===== config.mk =====
export PLATFORM = sky130hd
export DESIGN_NAME = stct_median
export DESIGN_NICKNAME = d
export VERILOG_FILES = /design/src/hdl/stct_pkg.sv /design/src/hdl/stct_median.sv
export SDC_FILE = /design/constraint.sdc
export NUM_CORES = 2
export LEC_CHECK = 0
export ABC_AREA = 1
export BUFFER_PORTS_ARGS = -buffer_cell sky130_fd_sc_hd__buf_2
export CORE_MARGIN = 2
export CORE_UTILIZATION = 60
export CTS_BUF_LIST = sky130_fd_sc_hd__clkbuf_2
export CTS_CLUSTER_DIAMETER = 60
export DETAILED_ROUTE_END_ITERATION = 8
export GPL_ROUTABILITY_DRIVEN = 1
export PLACE_DENSITY_LB_ADDON = 0.05
export SYNTH_ARGS = -nofsm -noshare
export SYNTH_HDL_FRONTEND = slang
export SYNTH_SLANG_ARGS = --single-unit
export TNS_END_PERCENT = 100

===== constraint.sdc =====
create_clock -name clk -period 8.9 [get_ports clk]
set_input_delay 1.78 -clock clk [delete_from_list [all_inputs] [get_ports clk]]
set_output_delay 1.78 -clock clk [all_outputs]
set_load 0.005 [all_outputs]

===== src/hdl/stct_pkg.sv =====
// shared types and constants for the sample trace count table
package stct_pkg;

    // default sizes
    localparam int ENTRIES_DEF   = 64;
    localparam int MAX_DEPTH_DEF = 16;

    // counts and totals
    localparam int CNT_W = 61;
    localparam logic [CNT_W-1:0] CNT_MAX = {CNT_W{1'b1}};

    // trace depth register
    localparam int TD_W = 5;
    localparam logic [TD_W-1:0] TD_RESET = 5'd16;

    // opcodes
    localparam logic [1:0] OP_FRAME = 2'd0;
    localparam logic [1:0] OP_GC    = 2'd1;
    localparam logic [1:0] OP_READ  = 2'd2;
    localparam logic [1:0] OP_CLEAR = 2'd3;

    // result status codes
    localparam logic [2:0] ST_HIT       = 3'd0;
    localparam logic [2:0] ST_NEW       = 3'd1;
    localparam logic [2:0] ST_NEW_EVICT = 3'd2;
    localparam logic [2:0] ST_READOUT   = 3'd3;
    localparam logic [2:0] ST_DONE      = 3'd4;

    typedef struct packed {
        logic [1:0]  opcode;
        logic [63:0] frame_address;
        logic        last_frame;
        logic [31:0] weight;
        logic [5:0]  read_slot;
        logic [3:0]  read_word;
    } sample_t;

    typedef struct packed {
        logic [2:0]       status;
        logic [5:0]       entry_slot;
        logic [CNT_W-1:0] entry_count;
        logic [63:0]      key_word;
        logic [6:0]       evicted_entries;
        logic [CNT_W-1:0] gc_total;
        logic [CNT_W-1:0] discarded_total;
    } result_t;

    // median unit to sequencer
    typedef struct packed {
        logic             done;
        logic [CNT_W-1:0] median;
    } med_status_t;

endpackage


===== src/hdl/stct_median.sv =====
// approximate median of the slot counts, median-of-three tree walked with a stack
module stct_median #(
    parameter int ENTRIES = stct_pkg::ENTRIES_DEF,
    localparam int SW = $clog2(ENTRIES)
) (
    input  logic                          clk,
    input  logic                          rst_n,
    input  logic                          start,
    input  logic [stct_pkg::CNT_W-1:0]    count,
    output logic [SW-1:0]                 raddr,
    output stct_pkg::med_status_t         outcome
);

    localparam int ZW   = SW + 1;
    localparam int STK  = SW + 1;
    localparam int IW   = $clog2(STK);
    localparam int PTRW = $clog2(STK + 1);
    localparam int CW   = stct_pkg::CNT_W;
    localparam logic [15:0] DIV3_MUL = 16'd43691;
    localparam int DIV3_SHIFT = 17;

    localparam logic [2:0] M_IDLE   = 3'd0;
    localparam logic [2:0] M_CALL   = 3'd1;
    localparam logic [2:0] M_LEAF_A = 3'd2;
    localparam logic [2:0] M_LEAF_B = 3'd3;
    localparam logic [2:0] M_RET    = 3'd4;

    typedef struct packed {
        logic [SW-1:0] start;
        logic [ZW-1:0] size;
        logic [ZW-1:0] third;
        logic [1:0]    phase;
        logic [CW-1:0] a;
        logic [CW-1:0] b;
    } frame_t;

    // floor(v / 3) through a reciprocal, exact below 2^16
    function automatic logic [ZW-1:0] div3(input logic [ZW-1:0] v);
        logic [ZW+15:0] p;
        p = (ZW+16)'(v) * (ZW+16)'(DIV3_MUL);
        return ZW'(p >> DIV3_SHIFT);
    endfunction

    function automatic logic [CW-1:0] med3(input logic [CW-1:0] a,
                                           input logic [CW-1:0] b,
                                           input logic [CW-1:0] c);
        if (a < b)
            return (b < c) ? b : ((a > c) ? a : c);
        return (a < c) ? a : ((b > c) ? b : c);
    endfunction

    frame_t          stack_reg [STK];
    logic [PTRW-1:0] sp_reg;
    logic [2:0]      mstate_reg;
    logic [CW-1:0]   ret_reg;
    logic [CW-1:0]   x_reg;

    frame_t        top_f;
    frame_t        child_call;
    frame_t        child_mid;
    frame_t        child_hi;
    frame_t        root_f;
    logic [ZW-1:0] two_third;
    logic [ZW-1:0] hi_size;
    logic [CW:0]   pair_sum;

    always_comb
    begin
        top_f     = stack_reg[IW'(sp_reg - PTRW'(1))];
        two_third = top_f.third << 1;
        hi_size   = top_f.size - two_third;

        child_call       = '0;
        child_call.start = top_f.start;
        child_call.size  = top_f.third;
        child_call.third = div3(top_f.third);

        child_mid       = '0;
        child_mid.start = top_f.start + SW'(top_f.third);
        child_mid.size  = top_f.third;
        child_mid.third = div3(top_f.third);

        child_hi       = '0;
        child_hi.start = top_f.start + SW'(two_third);
        child_hi.size  = hi_size;
        child_hi.third = div3(hi_size);

        root_f       = '0;
        root_f.size  = ZW'(ENTRIES);
        root_f.third = ZW'(ENTRIES / 3);

        pair_sum = {1'b0, x_reg} + {1'b0, count};

        raddr = (mstate_reg == M_LEAF_A) ? top_f.start + SW'(1) : top_f.start;
    end

    assign outcome.done   = (mstate_reg == M_RET) && (sp_reg == '0);
    assign outcome.median = ret_reg;

    // control
    always_ff @(posedge clk or negedge rst_n)
    begin
        if (!rst_n)
        begin
            mstate_reg <= M_IDLE;
            sp_reg     <= '0;
        end
        else
        begin
            case (mstate_reg)
                M_IDLE:
                begin
                    if (start)
                    begin
                        sp_reg     <= PTRW'(1);
                        mstate_reg <= M_CALL;
                    end
                end
                M_CALL:
                begin
                    if (top_f.size < ZW'(3))
                    begin
                        mstate_reg <= M_LEAF_A;
                    end
                    else
                    begin
                        sp_reg <= sp_reg + PTRW'(1);
                    end
                end
                M_LEAF_A:
                begin
                    if (top_f.size < ZW'(2))
                    begin
                        sp_reg     <= sp_reg - PTRW'(1);
                        mstate_reg <= M_RET;
                    end
                    else
                    begin
                        mstate_reg <= M_LEAF_B;
                    end
                end
                M_LEAF_B:
                begin
                    sp_reg     <= sp_reg - PTRW'(1);
                    mstate_reg <= M_RET;
                end
                M_RET:
                begin
                    if (sp_reg == '0)
                    begin
                        mstate_reg <= M_IDLE;
                    end
                    else if (top_f.phase == 2'd2)
                    begin
                        sp_reg <= sp_reg - PTRW'(1);
                    end
                    else
                    begin
                        sp_reg     <= sp_reg + PTRW'(1);
                        mstate_reg <= M_CALL;
                    end
                end
                default:
                begin
                    mstate_reg <= M_IDLE;
                end
            endcase
        end
    end

    // stack frames and partial results
    always_ff @(posedge clk)
    begin
        case (mstate_reg)
            M_IDLE:
            begin
                if (start)
                begin
                    stack_reg[0] <= root_f;
                end
            end
            M_CALL:
            begin
                if (top_f.size >= ZW'(3))
                begin
                    stack_reg[IW'(sp_reg)] <= child_call;
                end
            end
            M_LEAF_A:
            begin
                ret_reg <= count;
                x_reg   <= count;
            end
            M_LEAF_B:
            begin
                ret_reg <= pair_sum[CW:1];
            end
            M_RET:
            begin
                if (sp_reg != '0)
                begin
                    case (top_f.phase)
                        2'd0:
                        begin
                            stack_reg[IW'(sp_reg - PTRW'(1))].a     <= ret_reg;
                            stack_reg[IW'(sp_reg - PTRW'(1))].phase <= 2'd1;
                            stack_reg[IW'(sp_reg)]                  <= child_mid;
                        end
                        2'd1:
                        begin
                            stack_reg[IW'(sp_reg - PTRW'(1))].b     <= ret_reg;
                            stack_reg[IW'(sp_reg - PTRW'(1))].phase <= 2'd2;
                            stack_reg[IW'(sp_reg)]                  <= child_hi;
                        end
                        default:
                        begin
                            ret_reg <= med3(top_f.a, top_f.b, ret_reg);
                        end
                    endcase
                end
            end
            default:
            begin
                x_reg <= x_reg;
            end
        endcase
    end

endmodule


Word-level counts from Yosys, hierarchy flattened
Memories as Yosys holds them, arrays and structs flattened. Cells that the tools add are included. Widths: inputs -> output; s select.

Order comparisons: 8. Reduce and logical (&&, ||, !) cells: 12. Multiplexer cells: 45. Equality and inequality tests: 16. Bitwise logic cells: 3. Multiply operators: 2. Add/sub/neg operators: 7.

Operators by type and width (count): $mux 61 (8); $mux 143 (3); $lt 61x61->1 (3); $pmux 61 s3 (1); $reduce_or 143->1 (1); $gt 61x61->1 (2); $add 61x61->62 (1); $mul 7x16->23 const B (2); $mux 3 (10); $pmux 3 s5 (2); $mux 1 (19); $lt 7x2->1 const B (2); $add 6x6->6 (2); $ne 2x2->1 const B (5); $reduce_and 5->1 (2); $ge 7x2->1 const B (1); $sub 7x7->7 (1); $add 6x1->6 const B (1); $eq 3x2->1 const B (2); $logic_not 3->1 (2); $mux 6 (1); $reduce_bool 3->1 (2); $ne 5x5->1 const B (1); $reduce_bool 5->1 (1); other kinds (15) (18).

Memories kept: 1. Output and inout port bits: 68. Word-level logic and storage cells: 98. RAM bits: 1001. Bits of input ports: 64. Flip-flop bits (word level): 128.

Memory list: stack_reg (depth 7, bits a word 143, rd ports 1, clocked after memory_dff 0, wr ports 2, line stct_median.sv:52) `frame_t stack_reg [STK];`.

Longest topological paths before layout
An unclocked memory read counts as a cell.

Depth in word-level cells: 11. Mapped depth: 45.

Worst setup path after synthesis
Ideal clock, no wire load.

Path kind: register -> register. Start: register sp_reg[0]. End: register ret_reg[0] (enable). Stages on the path, launching flop included: 32. Path slack: 1430 ps. Required time: 8420 ps. Period minus slack after synthesis: 7470 ps. Library setup time: 480 ps. Arrival time: 6989 ps. Cells stage by stage: dfrtp_1 -> inv_2 -> buf_4 -> buf_4 -> buf_4 -> buf_2 -> buf_2 -> ha_1 -> buf_4 -> inv_2 -> buf_6 -> buf_6 -> buf_6 -> buf_2 -> buf_2 -> a21oi_1 -> o21ai_0 -> nand2_1 -> ha_1 -> nand2_1 -> nor2_1 -> nand2_1 -> nor4_1 -> nand2_1 -> nand2_1 -> nand2_1 -> nand2_1 -> buf_2 -> a21oi_1 -> nand3_1 -> nand3_1 -> nor2_1.

Longest elaborated chain between the ends: 9.

Ends and longest elaborated chain: start: declaration (line stct_median.sv:53) `logic [PTRW-1:0] sp_reg;`; start signal: assignment (line stct_median.sv:127) `sp_reg <= sp_reg + PTRW'(1);`; start signal: assignment (line stct_median.sv:134) `sp_reg <= sp_reg - PTRW'(1);`; start signal: assignment (line stct_median.sv:144) `sp_reg <= sp_reg - PTRW'(1);`; $sub 3x1->3 (line stct_median.sv:69) `top_f = stack_reg[IW'(sp_reg - PTRW'(1))];`; $mem_v2 7x143; $lt 61x61->1 (line stct_median.sv:47) `if (a < b)`; $mux 1 (line stct_median.sv:47); $mux 1 (line stct_median.sv:202) `case (top_f.phase)`; $mux 1 (line stct_median.sv:200) `if (sp_reg != '0)`; $mux 1 (line stct_median.sv:174) `case (mstate_reg)`; $ne 5x5->1 (no line) or $ne 4x1->1 (tied branches); $reduce_and 5->1 (no line) (*); end signal: assignment (line stct_median.sv:191) `ret_reg <= count;`; end signal: assignment (line stct_median.sv:196) `ret_reg <= pair_sum[CW:1];`; end signal: assignment (line stct_median.sv:217) `ret_reg <= med3(top_f.a, top_f.b, ret_reg);`; end: declaration (line stct_median.sv:55) `logic [CW-1:0] ret_reg;`.

Every way passes the cells marked *; elsewhere a longest branch is shown, timed or not. The select of a mux whose other input is x is not followed. A chain may end at the register's enable or synchronous reset.

Worst setup path after layout
Start: register sp_reg[0]. End: output raddr[4].

Longest elaborated chain between the ends: 4.

Ends and longest elaborated chain: $sub 3x1->3 (*) (line stct_median.sv:69); $mem_v2 7x143 (*); $add 6x1->6 (line stct_median.sv:94) `raddr = (mstate_reg == M_LEAF_A) ? top_f.start + SW'(1) : top_f.start;`; $mux 6 (*) (line stct_median.sv:94); end: declaration (line stct_median.sv:10) `output logic [SW-1:0] raddr,`.

Every way passes the cells marked *; elsewhere a longest branch is shown, timed or not.

==> impl_metrics.yaml <==
power:
  p_total_mw: 9.64
  clkPwrFrac: 0.380
  p_comb_frac: 0.023
  peakVddDrop_v: 0.000104
  seqPwrFrac: 0.597
  p_int_mw: 7.32
  sw_frac_of_total: 0.241
  leakagePower_nw: 25.9
  power_density_nw_per_um2: 147
  p_sw_mw: 2.32
clocking:
  cts_buffers: 306
  clk_pin_slew_worst_paths_ns: 0.11
  clockBufferDepth: 4
  cts_root_buf: "clkbuf_2"
  cts_tree: "done"
  clock-sinks: 1129
  cts_resized: 0
  insertion_delay_ns: 1.64
  post_cts_buffers: 0
  cts.htree.levels: 5
  hold_buffers: 1
global_routing:
  grt_overflow: 0
  grt_pass1_wl_mm: 300
  grt_pass1_vias: 48500
  track_usage: 0.390
  grt_start_max_net_pins: 107
  antenna_found_initial: 8
critical_path:
  cp_max_fo: 53
  critPathKind: "register to primary output"
  crit_path_end_kind: "primary output"
  worstPathRequired_ns: 7.12
  crit_start: "sp_reg[0]"
  worstPathArrival_ns: 6.54
  rr_startpoint: "sp_reg[0]"
  worst_setup_path_start_kind: "register"
  critPathBufInv: 6
  reg2reg_slack_ns: 1.09
  worstPathCellList: "inv_4, ha_2, buf_4, nand2_1, nor2_4, buf_4, buf_4, buf_4, a21oi_1, nand2_1, ha_1, and3_1, nand3_1, xnor2_1, buf_2"
  crit_top_cell: "buf_4"
  critical-path-top-delay-family: "buffers and inverters"
  cp_slowest_stage_delay_ns: 0.82
  slowest_stage: "buf_4"
die:
  dieArea_um2: 105000
  fp.coreArea_um2: 101000
  rows: 117
  pin_count: 132
  die_h_um: 323
  die_w_um: 323
  initial_core_util: 0.603
detailed_routing:
  num_vias: 50900
  drt-initial-drc-count: 6256
  ant_nets: 0
  wire_per_inst_um: 24.7
  wl_mm: 205
  drt-vias-per-instance: 6.14
  first_pass_iters: 9
  drc_errors: 4
synthesis:
  ys_seq_area_frac: 0.554
  synth.distinct_cells: 51
  synth_area_um2: 61200
  synth_most_common_cell: "nand2_1"
  synthCells: 6579
  synth_area_leaders: "edfxtp_1, nand2_1, nor2_1"
  yosysWarningCount: 0
  synth_area_leader_cell: "edfxtp_1"
  ys_dominant_reg_cell: "edfxtp_1"
  syn_nets: 7003
  synth-seq-cells: 1129
  synth_top_area_share: 0.551
  synth_edf_count: 1123
  synth_common_cells: "nand2_1, nor2_1, edfxtp_1"
  synth_area_per_cell_um2: 9.30
  synthArstFlopShare: 0.00531
layout:
  nFillCells: 8647
  largest_reg_flops: 1001
  fin_util: 0.645
  nNetsFinal: 7169
  fin_cells: 8294
  synthToLayoutAreaGrowth_pct: 6.92
  drive_gt1_frac: 0.107
  finalInstanceArea_um2: 65400
placement:
  place_hpwl_mm: 122
  gp_congestion: 0.951
  dp.cells: 7804
  pre_cts_slack_ns: 1.14
  dpl_cell_area_um2: 62800
  io_buffers: 131
timing:
  setup_viol: 0
  tns_ns: 0
  finalCritPeriodShare: 0.935
  period_needed_ns: 8.32
  max_slew_margin: 0.151
  tightest_slew_ns: 1.27
  fin_skew_ns: 0.190
  hold_slack_ns: 0.359
  fin_ws_ns: 0.578
  finalHoldViolCount: 0
  final_max_slew_viol_count: 0
  clock.fmax_mhz: 120
  rsz0062_at_grt: "no"
outcome:
  status: "finished, violations left"
  failed_checks: "DRC"
worst_hold_path:
  hold_class: "input port to register"
  min_from: "count[37]"
run:
  drv_cap: 0
==> power by group through the flow <==
stage          clock network [mW]  logic, mW  registers, mW
2_1_floorplan                   0      0.122           5.88
3_3_place_gp                    0      0.213           5.88
3_5_place_dp                    0      0.213           5.88
4_1_cts                      3.68      0.215           5.75
5_1_grt                      3.95      0.240           5.76
6_report                     3.67      0.220           5.75
==> cell families after synthesis <==
family                   after synthesis  share of synthesized area
AND/OR/NAND/NOR                     3328                      0.223
buffers and inverters                879                     0.0589
flip-flops                          1129                      0.554
AO/OA/AOI/OAI                        860                     0.0842
adder cells (fa/ha/maj)              360                     0.0762
XOR/XNOR                              22                    0.00315
multiplexers                           1                   0.000184
==> path summary, 6_finish.rpt <==
| check | endpoint | depth (start not counted) |
|---|---|---|
| worst min register to register | sp_reg[1] | 2 |
| max in group asynchronous | sp_reg[0] | 2 |
| worst max register to register | stack_reg[4][129] | 32 |
| worst max-delay path | raddr[4] | 15 |
| worst min-delay path | x_reg[37] | 1 |
| min in group asynchronous | mstate_reg[0] | 2 |
==> final cells by class <==
cell class / count / area (um^2) / area share
Antenna cell: 6 / 15.0 / 0.000230
Clock buffer: 413 / 2070 / 0.0316
Clock inverter: 70 / 509 / 0.00779
Inverter: 534 / 2030 / 0.0311
Multi-Input combinational cell: 4571 / 23900 / 0.365
Sequential cell: 1129 / 33900 / 0.518
Tap cell: 1368 / 1710 / 0.0262
Timing Repair Buffer: 203 / 1300 / 0.0199
==> per-layer routing <==
metal / global-route usage / part of all wire / vias up
li1: - / - / 22800
met1: 0.509 / 0.38 / 24100
met2: 0.619 / 0.46 / 3295
met3: 0.0901 / 0.12 / 634
met4: 0.183 / 0.047 / 6
met5: 0 / 0.00021 / -
==> cell usage in the layout, fill, tap and decap left out, types with 21 or more instances in the layout <==
cell	instances
nand2_1	1570
nor2_1	1134
edfxtp_1	1123
inv_1	512
clkbuf_2	413
a21oi_1	407
ha_1	338
nand3_1	315
o21ai_0	179
nand4_1	147
a22o_1	143
buf_2	131
buf_4	63
clkinv_1	45
nand3b_1	44
or2_2	26
a22oi_1	24
clkinv_2	23
fa_1	21
Power figures use the tool's default switching activity.
